===== src/hw/rtl/vpps_pkg.sv =====
`timescale 1ns / 1ps
`default_nettype none

package vpps_pkg;

  // Default tick period in milliseconds
  localparam int unsigned MsPerTickDefault = 8;

  // Stream payload widths
  localparam int unsigned InDataW  = 48;
  localparam int unsigned InUserW  = 2;
  localparam int unsigned OutDataW = 8;

  localparam int unsigned TimeW  = 16;
  localparam int unsigned CountW = 8;
  localparam int unsigned IdxW   = 3;

  localparam logic [IdxW-1:0] PatternCount = 3'd6;

  // Item kinds carried on tuser
  typedef enum logic [1:0] {
    FUNC_TICK  = 2'd0,
    FUNC_START = 2'd1,
    FUNC_STOP  = 2'd2,
    FUNC_NOP   = 2'd3
  } func_e;

  // Built-in pattern entry, times in ms
  typedef struct packed {
    logic [TimeW-1:0]  on_ms;
    logic [TimeW-1:0]  off_ms;
    logic [CountW-1:0] count;
  } pattern_t;

  // Decoded item as held in the input register
  typedef struct packed {
    func_e             kind;
    logic              start_en;
    logic [TimeW-1:0]  on_ticks;
    logic [TimeW-1:0]  off_ticks;
    logic [CountW-1:0] count;
  } item_t;

  // Built-in pattern table; unused indexes read as an empty pattern
  function automatic pattern_t pattern_lookup(input logic [IdxW-1:0] idx);
    pattern_t p;
    case (idx)
      3'd0:    p = '{on_ms: 16'h0100, off_ms: 16'h0100, count: 8'd2};
      3'd1:    p = '{on_ms: 16'h0180, off_ms: 16'h0080, count: 8'd3};
      3'd2:    p = '{on_ms: 16'h00C8, off_ms: 16'h01F4, count: 8'd1};
      3'd3:    p = '{on_ms: 16'h0200, off_ms: 16'h0200, count: 8'd5};
      3'd4:    p = '{on_ms: 16'h0100, off_ms: 16'h0100, count: 8'd5};
      3'd5:    p = '{on_ms: 16'h03E8, off_ms: 16'h03E8, count: 8'd1};
      default: p = '0;
    endcase
    return p;
  endfunction

endpackage

`default_nettype wire


===== src/hw/rtl/vpps_decode.sv =====
`timescale 1ns / 1ps
`default_nettype none

// Pattern selection and ms-to-tick conversion ahead of the input register
module vpps_decode import vpps_pkg::*; #(
  parameter int unsigned MS_PER_TICK = MsPerTickDefault
) (
  input  wire logic [1:0]        func_i,
  input  wire logic              use_table_i,
  input  wire logic [IdxW-1:0]   pattern_index_i,
  input  wire logic              enable_i,
  input  wire logic [TimeW-1:0]  on_ms_i,
  input  wire logic [TimeW-1:0]  off_ms_i,
  input  wire logic [CountW-1:0] cycles_i,
  output item_t                  item_o
);

  // Exact reciprocal for 16-bit dividends: m = ceil(2^(16+l) / d)
  localparam int unsigned Shift    = TimeW + $clog2(MS_PER_TICK);
  localparam int unsigned RecipInt = ((32'd1 << Shift) + MS_PER_TICK - 1) / MS_PER_TICK;
  localparam int unsigned RecipW   = TimeW + 1;
  localparam int unsigned ProdW    = Shift + TimeW;
  localparam logic [RecipW-1:0] Recip = RecipInt[RecipW-1:0];

  pattern_t          tbl;
  logic              tbl_ok;
  logic [TimeW-1:0]  on_ms_sel;
  logic [TimeW-1:0]  off_ms_sel;
  logic [ProdW-1:0]  on_prod;
  logic [ProdW-1:0]  off_prod;

  assign tbl    = pattern_lookup(pattern_index_i);
  assign tbl_ok = (pattern_index_i < PatternCount);

  // Source of the pattern: table or custom fields
  always_comb begin
    if (use_table_i) begin
      on_ms_sel  = tbl.on_ms;
      off_ms_sel = tbl.off_ms;
    end else begin
      on_ms_sel  = on_ms_i;
      off_ms_sel = off_ms_i;
    end
  end

  // Divide by the tick period through the reciprocal
  assign on_prod  = ProdW'(on_ms_sel) * ProdW'(Recip);
  assign off_prod = ProdW'(off_ms_sel) * ProdW'(Recip);

  always_comb begin
    item_o.kind      = func_e'(func_i);
    item_o.start_en  = use_table_i ? tbl_ok : enable_i;
    item_o.on_ticks  = on_prod[Shift +: TimeW];
    item_o.off_ticks = off_prod[Shift +: TimeW];
    item_o.count     = use_table_i ? tbl.count : cycles_i;
  end

endmodule

`default_nettype wire


===== src/hw/rtl/vibration_pulse_pattern_sequencer_top.sv =====
// An accepted item waits in the input register; when it advances, its result is loaded
// into the result register. One item per cycle while the result side is not stalled;
// the state update is one combinational pass per item.
// A stalled result holds in the output register; the input register takes one more item.
// Reset (rst_ni low, asynchronous): motor off, no event, all counters and times cleared,
// both pipeline registers empty.
`timescale 1ns / 1ps
`default_nettype none

module vibration_pulse_pattern_sequencer_top import vpps_pkg::*; #(
  parameter int unsigned MS_PER_TICK = MsPerTickDefault
) (
  input  wire logic                clk_i,
  input  wire logic                rst_ni,
  input  wire logic                s_axis_tvalid_i,
  output logic                     s_axis_tready_o,
  // [0] use_table, [3:1] pattern_index, [4] enable, [20:5] on_ms,
  // [36:21] off_ms, [44:37] cycles, [47:45] zero
  input  wire logic [InDataW-1:0]  s_axis_tdata_i,
  // [1:0] func
  input  wire logic [InUserW-1:0]  s_axis_tuser_i,
  output logic                     m_axis_tvalid_o,
  input  wire logic                m_axis_tready_i,
  // [0] motor_on, [1] active, [7:2] zero
  output logic [OutDataW-1:0]      m_axis_tdata_o
);

  item_t             dec_item;
  item_t             item_q;
  logic              item_vld_q;
  logic              advance;

  logic              active_q, active_d;
  logic              motor_q, motor_d;
  logic [CountW-1:0] cycles_left_q, cycles_left_d;
  logic [TimeW-1:0]  tick_cnt_q, tick_cnt_d;
  logic [TimeW-1:0]  on_ticks_q, on_ticks_d;
  logic [TimeW-1:0]  off_ticks_q, off_ticks_d;
  logic [TimeW-1:0]  next_act_q, next_act_d;
  logic [TimeW-1:0]  tick_inc;

  logic              out_vld_q;
  logic [1:0]        out_bits_q;

  vpps_decode #(
    .MS_PER_TICK(MS_PER_TICK)
  ) u_decode (
    .func_i         (s_axis_tuser_i),
    .use_table_i    (s_axis_tdata_i[0]),
    .pattern_index_i(s_axis_tdata_i[3:1]),
    .enable_i       (s_axis_tdata_i[4]),
    .on_ms_i        (s_axis_tdata_i[20:5]),
    .off_ms_i       (s_axis_tdata_i[36:21]),
    .cycles_i       (s_axis_tdata_i[44:37]),
    .item_o         (dec_item)
  );

  // Handshake: item moves on when the result register is free or drains
  assign advance         = item_vld_q && (!out_vld_q || m_axis_tready_i);
  assign s_axis_tready_o = !item_vld_q || advance;

  // Input register
  always_ff @(posedge clk_i or negedge rst_ni) begin
    if (!rst_ni) begin
      item_vld_q <= 1'b0;
    end else if (s_axis_tready_o) begin
      item_vld_q <= s_axis_tvalid_i;
    end
  end

  always_ff @(posedge clk_i) begin
    if (s_axis_tready_o && s_axis_tvalid_i) begin
      item_q <= dec_item;
    end
  end

  // Sequencer update for one item
  assign tick_inc = tick_cnt_q + TimeW'(1);

  always_comb begin
    active_d      = active_q;
    motor_d       = motor_q;
    cycles_left_d = cycles_left_q;
    tick_cnt_d    = tick_cnt_q;
    on_ticks_d    = on_ticks_q;
    off_ticks_d   = off_ticks_q;
    next_act_d    = next_act_q;
    case (item_q.kind)
      FUNC_TICK: begin
        tick_cnt_d = tick_inc;
        if (active_q && (tick_inc >= next_act_q)) begin
          if (motor_q) begin
            // on-to-off edge: count down, last cycle ends the event
            motor_d    = 1'b0;
            next_act_d = next_act_q + off_ticks_q;
            if (cycles_left_q > CountW'(1)) begin
              cycles_left_d = cycles_left_q - CountW'(1);
            end else begin
              active_d = 1'b0;
            end
          end else begin
            motor_d    = 1'b1;
            next_act_d = next_act_q + on_ticks_q;
          end
        end
      end
      FUNC_START: begin
        active_d = item_q.start_en;
        motor_d  = item_q.start_en;
        if (item_q.start_en) begin
          on_ticks_d    = item_q.on_ticks;
          off_ticks_d   = item_q.off_ticks;
          cycles_left_d = item_q.count;
          tick_cnt_d    = '0;
          next_act_d    = item_q.on_ticks;
        end else begin
          next_act_d = on_ticks_q;
        end
      end
      FUNC_STOP: begin
        active_d   = 1'b0;
        motor_d    = 1'b0;
        next_act_d = on_ticks_q;
      end
      default: begin
      end
    endcase
  end

  // Sequencer state
  always_ff @(posedge clk_i or negedge rst_ni) begin
    if (!rst_ni) begin
      active_q      <= 1'b0;
      motor_q       <= 1'b0;
      cycles_left_q <= '0;
      tick_cnt_q    <= '0;
      on_ticks_q    <= '0;
      off_ticks_q   <= '0;
      next_act_q    <= '0;
    end else if (advance) begin
      active_q      <= active_d;
      motor_q       <= motor_d;
      cycles_left_q <= cycles_left_d;
      tick_cnt_q    <= tick_cnt_d;
      on_ticks_q    <= on_ticks_d;
      off_ticks_q   <= off_ticks_d;
      next_act_q    <= next_act_d;
    end
  end

  // Result register
  always_ff @(posedge clk_i or negedge rst_ni) begin
    if (!rst_ni) begin
      out_vld_q <= 1'b0;
    end else if (advance) begin
      out_vld_q <= 1'b1;
    end else if (m_axis_tready_i) begin
      out_vld_q <= 1'b0;
    end
  end

  always_ff @(posedge clk_i) begin
    if (advance) begin
      out_bits_q <= {active_d, motor_d};
    end
  end

  assign m_axis_tvalid_o = out_vld_q;
  assign m_axis_tdata_o  = {(OutDataW - 2)'(0), out_bits_q};

  // The motor never runs outside an event
  assert property (@(posedge clk_i) disable iff (!rst_ni) motor_q |-> active_q)
    else $error("motor on without an active event");

  // A held item does not change while the result side stalls
  assert property (@(posedge clk_i) disable iff (!rst_ni)
    (item_vld_q && !advance) |=> (item_vld_q && $stable(item_q)))
    else $error("held item changed during stall");

  // A tick with no event never starts one
  assert property (@(posedge clk_i) disable iff (!rst_ni)
    (advance && (item_q.kind == FUNC_TICK) && !active_q) |=> !active_q)
    else $error("tick started an event");

  // An enabled start clears the tick counter and drives the motor
  assert property (@(posedge clk_i) disable iff (!rst_ni)
    (advance && (item_q.kind == FUNC_START) && item_q.start_en)
      |=> (tick_cnt_q == '0) && motor_q && active_q)
    else $error("start did not load the pattern");

endmodule

`default_nettype wire

===== config.mk =====
export PLATFORM = sky130hd
export DESIGN_NAME = vibration_pulse_pattern_sequencer_top
export DESIGN_NICKNAME = d
export VERILOG_FILES = /design/src/hw/rtl/vpps_pkg.sv /design/src/hw/rtl/vpps_decode.sv /design/src/hw/rtl/vibration_pulse_pattern_sequencer_top.sv
export SDC_FILE = /design/constraint.sdc
export NUM_CORES = 1
export LEC_CHECK = 0
export BUFFER_PORTS_ARGS = -buffer_cell sky130_fd_sc_hd__buf_2
export CORE_MARGIN = 8
export CORE_UTILIZATION = 55
export CTS_BUF_LIST = sky130_fd_sc_hd__clkbuf_4
export CTS_CLUSTER_SIZE = 10
export DETAILED_ROUTE_END_ITERATION = 16
export PLACE_DENSITY = 0.74
export SETUP_SLACK_MARGIN = 0.15
export SLEW_MARGIN = 20
export SYNTH_ARGS = -nofsm -noshare
export SYNTH_HDL_FRONTEND = slang
export SYNTH_SLANG_ARGS = --single-unit

===== constraint.sdc =====
create_clock -name clk_i -period 4.13 [get_ports clk_i]
set_input_delay 0.2065 -clock clk_i [delete_from_list [all_inputs] [get_ports clk_i]]
set_output_delay 0.2065 -clock clk_i [all_outputs]
set_load 0.05 [all_outputs]

==> run metrics, run 1 <==
clk slew on worst S/H paths 0.18 ns; crit end category register; # IOs 64; Layout Utilization 61.9%; Final GP Congestion 0.858; CTS root buf clkbuf_4; met3 GRT Util 2.95%; Reg power frac 43.1%; WL/cell 16.5 µm; share of cells above drive strength 1 18.7%; maximum clock path buffer count 2; largest net degree at the start of global routing 42; Syn Inst Count 666; hold slack 0.0211 ns; site row count 40; clock skew 0.0216 ns; initial core utilization 55.9%; CP max stage delay 0.55 ns; Period minus WS final 3.68 ns; initial antenna violation count 1; hold crit path type in2reg; M1 GR Usage 23.0%; number of synthesized flops with an enable pin 39; WP data required 4.48 ns; Post-synth top flop dfrtp_1; Clock power frac 15.9%; post-synthesis sequential area ratio 44.8%; first-pass GRT wire length 23,500 µm; Worst IR Drop VDD 0.000241 V; most frequent cells in the layout dfrtp_1, o21ai_0, buf_2; fillers 927; CP arrival 4.03 ns; worst-margin pin slew 0.943 ns; Setup crit start kind register; Lkg Pwr 3.25 nW; FF+latch count, synth 112; Antenna Nets Post-Route 0; Core Area 0.0120 mm²; global route overflow 0; number of global-route vias before repair 5,033; vias per cell 5.79; Die ar. 0.0159 mm²; gr usage total 18.0%; Synth warnings 0; Internal 2.21 mW; CP top delay family simple AND/OR/NAND/NOR gates; Final Hold Vio Count 0; IO buf count 48; Synth cell types 60; CTS tree yes; status complete, no violations; drt first pass iters 7; CTS Buf Count 9; clk_lat worst skew 0.46 ns; headroom to the max-slew limit 37.1%; Async S/R FF share, synth 65.2%; Max Cap Viol 0; DIE WIDTH 126 µm; GR peak layer met2; CTS Sinks 112; Crit Path Class reg2reg; 1st-iter DRT viols 255; CTS H-tree depth 3; met2 usage 28.5%; Mean Syn Cell Area 10.0 µm²; # setup viols final 0; routed wire length 14,500 µm; switching part of the total power 37.5%; CP max-delay cell or4_1; fin crit share 89.1%; HPWL after detailed placement 10,200 µm; Die H 126 µm; Crit path top cell by count and3_1; Cell Chain, Critical Path and3_1, nand3_1, nor3_4, and3_1, and3_1, xor2_1, ha_1, nand4_1, or4_1, a21oi_1, a211o_2, a31oi_4, buf_12, mux2_2; Post-Synthesis Cell Area 0.00669 mm²; largest fanout on the critical path 7; total vias in the final route 5,062; commonest non-fill, non-tap cell in the layout dfrtp_1; Buf/Inv on CP 1; Layout Nets 815; P&R area growth vs syn 10.7%; # DRC 0; power per cell area 477 mW/mm²; RSZ-0062 raised after global routing no; switching pwr 1.32 mW; Slew Viols, Final 0; setup TNS 0 ns; Comb pwr share 40.9%; fmax 272 MHz
## power by group through the flow
| stage | Clock, mW | Sequential, mW | Combinational, mW |
|---|---|---|---|
| after floorplan | 0 | 1.50 | 1.09 |
| after global placement | 0 | 1.53 | 1.33 |
| after detailed placement | 0 | 1.54 | 1.39 |
| after CTS | 0.577 | 1.52 | 1.40 |
| after global routing | 0.612 | 1.55 | 1.61 |
| final | 0.563 | 1.52 | 1.44 |
## through the flow
step,worst slack (ns),power (mW),instance area (µm²),std cells
2_1_floorplan,0.459,2.59,6700,671
3_3_place_gp,0.403,2.86,7050,840
3_5_place_dp,0.316,2.93,7050,840
4_1_cts,0.284,3.50,7300,867
5_1_grt,0.170,3.78,7400,875
6_report,0.449,3.53,7400,875
## timing repair
action / 4_1_cts / 5_1_grt
hold buffers: 11 / 1
gates resized for setup: 0 / 4
endpoints found under the setup margin: 0 / 17
buffers inserted: 0 / 5
endpoints found under the hold margin: 49 / 1
## routing by layer
layer,share of wire [%],vias to the layer above,wire length [µm]
li1,-,2499,-
met1,47,2394,6730
met2,46,138,6590
met3,4.4,31,641
met4,3.5,0,500
met5,0,-,0
## state kept, by name, summed over array words and instances (netlist names)
register         cells
active_q             1
m_axis_tvalid_o      1
out_bits_q           2
item_vld_q           1
next_act_q          16
motor_q              1
off_ticks_q         13
cycles_left_q        8
item_q              37
tick_cnt_q          16
on_ticks_q          16
## synth_stat cells (4+ instances only)
| cell | instances | area (µm²) |
|---|---|---|
| o21ai_0 | 53 | 265 |
| xnor2_1 | 9 | 78.8 |
| nor2b_1 | 24 | 150 |
| nand3_1 | 25 | 125 |
| o21a_1 | 12 | 90.1 |
| buf_4 | 6 | 45.0 |
| a21boi_0 | 4 | 30.0 |
| a22oi_1 | 9 | 67.6 |
| a31oi_1 | 4 | 25.0 |
| a22o_1 | 11 | 96.3 |
| inv_1 | 37 | 139 |
| dfrtp_1 | 73 | 1830 |
| and2_1 | 7 | 43.8 |
| edfxtp_1 | 39 | 1170 |
| xor2_1 | 11 | 96.3 |
| buf_1 | 4 | 15.0 |
| nor3_1 | 22 | 110 |
| a21o_1 | 7 | 52.6 |
| o211ai_1 | 4 | 30.0 |
| nand2_1 | 47 | 176 |
| nor2_1 | 38 | 143 |
| a211oi_1 | 11 | 82.6 |
| mux2_2 | 43 | 484 |
| a21oi_1 | 29 | 145 |
| mux2i_1 | 14 | 140 |
| ha_1 | 38 | 475 |
| nand2b_1 | 9 | 56.3 |
| and3_1 | 8 | 50.1 |
| clkbuf_1 | 25 | 93.8 |
## worst paths after layout
path | slack (ns) | to | depth (start not counted) | start
min reg2reg | 0.50 | off_ticks_q[6]$_DFFE_PN0P_ | 1 | item_q[14]$_DFFE_PP_
min | 0.02 | item_q[12]$_DFFE_PP_ | 2 | s_axis_tdata_i[28]
max reg2reg | 0.45 | next_act_q[8]$_DFFE_PN0P_ | 14 | tick_cnt_q[1]$_DFFE_PN0P_
min in group asynchronous | 0.43 | next_act_q[1]$_DFFE_PN0P_ | 2 | rst_ni
max in group asynchronous | 2.66 | tick_cnt_q[0]$_DFFE_PN0P_ | 3 | rst_ni
max | 0.45 | next_act_q[8]$_DFFE_PN0P_ | 14 | tick_cnt_q[1]$_DFFE_PN0P_
## final cells by class
class                           count  area, µm²  area share, %
Multi-Input combinational cell    484       3420           46.1
Sequential cell                   112       3000           40.5
Timing Repair Buffer               78        520           7.03
Tap cell                          147        184           2.48
Inverter                           37        139           1.88
Clock buffer                       10       75.1           1.01
Clock inverter                      6       67.6          0.913
Antenna cell                        1       2.50         0.0338
## cells by family after synthesis
kind of cell | share of synthesized area [%]
fa+ha+maj | 7.41
compound gates | 15.9
xor+xnor | 2.62
simple gates | 14.9
other cells | 0.0561
buf+inv | 4.92
flops | 44.8
mux | 9.34
(Power assumes the default switching activity.)
==> inputs of run 2 (changes only) <==
clock period = 4 ns   (was 4.13 ns; I/O delays follow)
==> run 2 against run 1 <==
  * Clock power down 3%
  * Critical endpoint is now next_act_q[13]$_DFFE_PN0P_
  * Sequential share of layout area down 1.0 points
  * Clock skew down 0.0058 ns
  * Flip-flop and latch count unchanged
  * Combinational power up 3%
  * Non-clock buffer count up 20
==> run metrics, run 2 (synthesis gave the netlist of run 1 again) <==
gr usage total 18.2%; Final Cell Area 0.00759 mm²; register with the most flip-flops item_q; Internal 2.24 mW; HPWL after detailed placement 10,100 µm; share of cells above drive strength 1 18.6%; Max Cap Viol 0; number of global-route vias before repair 5,068; crit end category register; IO buf count 48; Reg power frac 43.7%; fin crit share 92.2%; Final GP Congestion 0.828; first-pass GRT wire length 24,200 µm; worst r2r src tick_cnt_q[1]$_DFFE_PN0P_; RSZ-0062 raised after global routing no; worst-margin pin slew 0.678 ns; switching part of the total power 37.8%; total vias in the final route 5,173; vias per cell 5.78; 1st-iter DRT viols 301; global route overflow 0; setup TNS 0 ns; P&R area growth vs syn 13.6%; largest fanout on the critical path 6; Setup crit start kind register; WL/cell 16.1 µm; clk slew on worst S/H paths 0.17 ns; power per cell area 474 mW/mm²; Placed Cells 842; DIE WIDTH 126 µm; Die H 126 µm; WP data required 4.39 ns; site row count 40; Slew Viols, Final 0; CTS Sinks 112; Layout Nets 835; Lkg Pwr 3.31 nW; commonest non-fill, non-tap cell in the layout dfrtp_1; fmax 271 MHz; CTS tree yes; Period minus WS final 3.69 ns; drt first pass iters 4; CTS root buf clkbuf_4; CP arrival 4.07 ns; headroom to the max-slew limit 54.8%; initial core utilization 55.9%; max reg flops 37; Clock power frac 15.2%; switching pwr 1.36 mW; fillers 927; routed wire length 14,400 µm; # DRC 0; # IOs 64; clock skew 0.0158 ns; initial antenna violation count 1; # setup viols final 0; Antenna Nets Post-Route 0; Comb pwr share 41.1%; Die ar. 0.0159 mm²; CP Launch Point tick_cnt_q[1]$_DFFE_PN0P_; Worst IR Drop VDD 0.000361 V; most frequent cells in the layout dfrtp_1, o21ai_0, buf_2; Core Area 0.0120 mm²; Crit Path Class reg2reg; status complete, no violations; fin cells 895; Final Hold Vio Count 0; hold crit path type in2reg; clk_lat worst skew 0.48 ns; maximum clock path buffer count 2; largest net degree at the start of global routing 42; CTS Buf Count 9; cell area after placement 0.00708 mm²; min-delay src s_axis_tdata_i[33]; CTS H-tree depth 3
-- run 2: power by group through the flow --
stage | clock network [mW] | registers, mW | logic (mW)
after CTS | 0.559 | 1.57 | 1.45
after global placement | 0 | 1.58 | 1.35
after floorplan | 0 | 1.55 | 1.13
final | 0.547 | 1.57 | 1.48
after detailed placement | 0 | 1.60 | 1.42
after global routing | 0.605 | 1.60 | 1.67
-- run 2: worst max-delay path: stages (launching register included) --
cell	delay, ns
dfrtp_1	0.42
ha_2	0.22
nand3_1	0.11
nor2_1	0.18
nand2_1	0.09
nor3_2	0.21
and3_1	0.24
xor2_1	0.09
ha_1	0.29
nand4_1	0.13
or4_1	0.53
a21oi_1	0.15
a211o_2	0.28
a31oi_2	0.22
and2_1	0.22
a211o_1	0.22
-- run 2: layout make-up --
| type | count | area [µm²] | area share [%] |
|---|---|---|---|
| Antenna cell | 1 | 2.50 | 0.0330 |
| Clock buffer | 11 | 82.6 | 1.09 |
| Clock inverter | 5 | 46.3 | 0.610 |
| Inverter | 37 | 139 | 1.83 |
| Multi-Input combinational cell | 484 | 3410 | 44.9 |
| Sequential cell | 112 | 3000 | 39.5 |
| Tap cell | 147 | 184 | 2.42 |
| Timing Repair Buffer | 98 | 728 | 9.59 |
-- run 2: metal layers --
metal | vias to the layer above | global-route usage (%) | wire (µm)
li1 | 2542 | - | -
met1 | 2476 | 23.2 | 6590
met2 | 141 | 30.7 | 6950
met3 | 14 | 4.18 | 693
met4 | 0 | 4.60 | 192
met5 | - | 0 | 0
-- run 2: path summary, 6_finish.rpt --
check | endpoint | slack (ns) | cells after the start
setup / recovery | next_act_q[13]$_DFFE_PN0P_ | 0.31 | 15
hold / removal | item_q[17]$_SDFFCE_PP0P_ | 0.03 | 2
setup reg to reg | next_act_q[13]$_DFFE_PN0P_ | 0.31 | 15
hold reg to reg | off_ticks_q[3]$_DFFE_PN0P_ | 0.50 | 1
max in group asynchronous | off_ticks_q[11]$_DFFE_PN0P_ | 2.83 | 4
min in group asynchronous | tick_cnt_q[2]$_DFFE_PN0P_ | 0.17 | 2
-- run 2: stage by stage --
| stage | worst slack [ns] | hold slack, ns | utilization, % | power, mW |
|---|---|---|---|---|
| CTS | 0.178 | 0.00426 | 62.7 | 3.58 |
| detailed placement | 0.154 | 0.380 | 59.2 | 3.02 |
| global placement | 0.236 | 0.379 | 59.2 | 2.94 |
| floorplan | 0.329 | -0.0956 | - | 2.67 |
| global route | 0.162 | 0.000864 | 63.5 | 3.88 |
| finish | 0.311 | 0.0314 | 63.5 | 3.60 |
-- run 2: timing repair --
action                                 4_1_cts  5_1_grt
endpoints found under the hold margin       66        2
buffers inserted                             0        4
pin swaps                                    0        2
gates resized for setup                      1        4
hold buffers                                28        2
gates cloned                                 0        1
setup endpoints to repair                    3       22
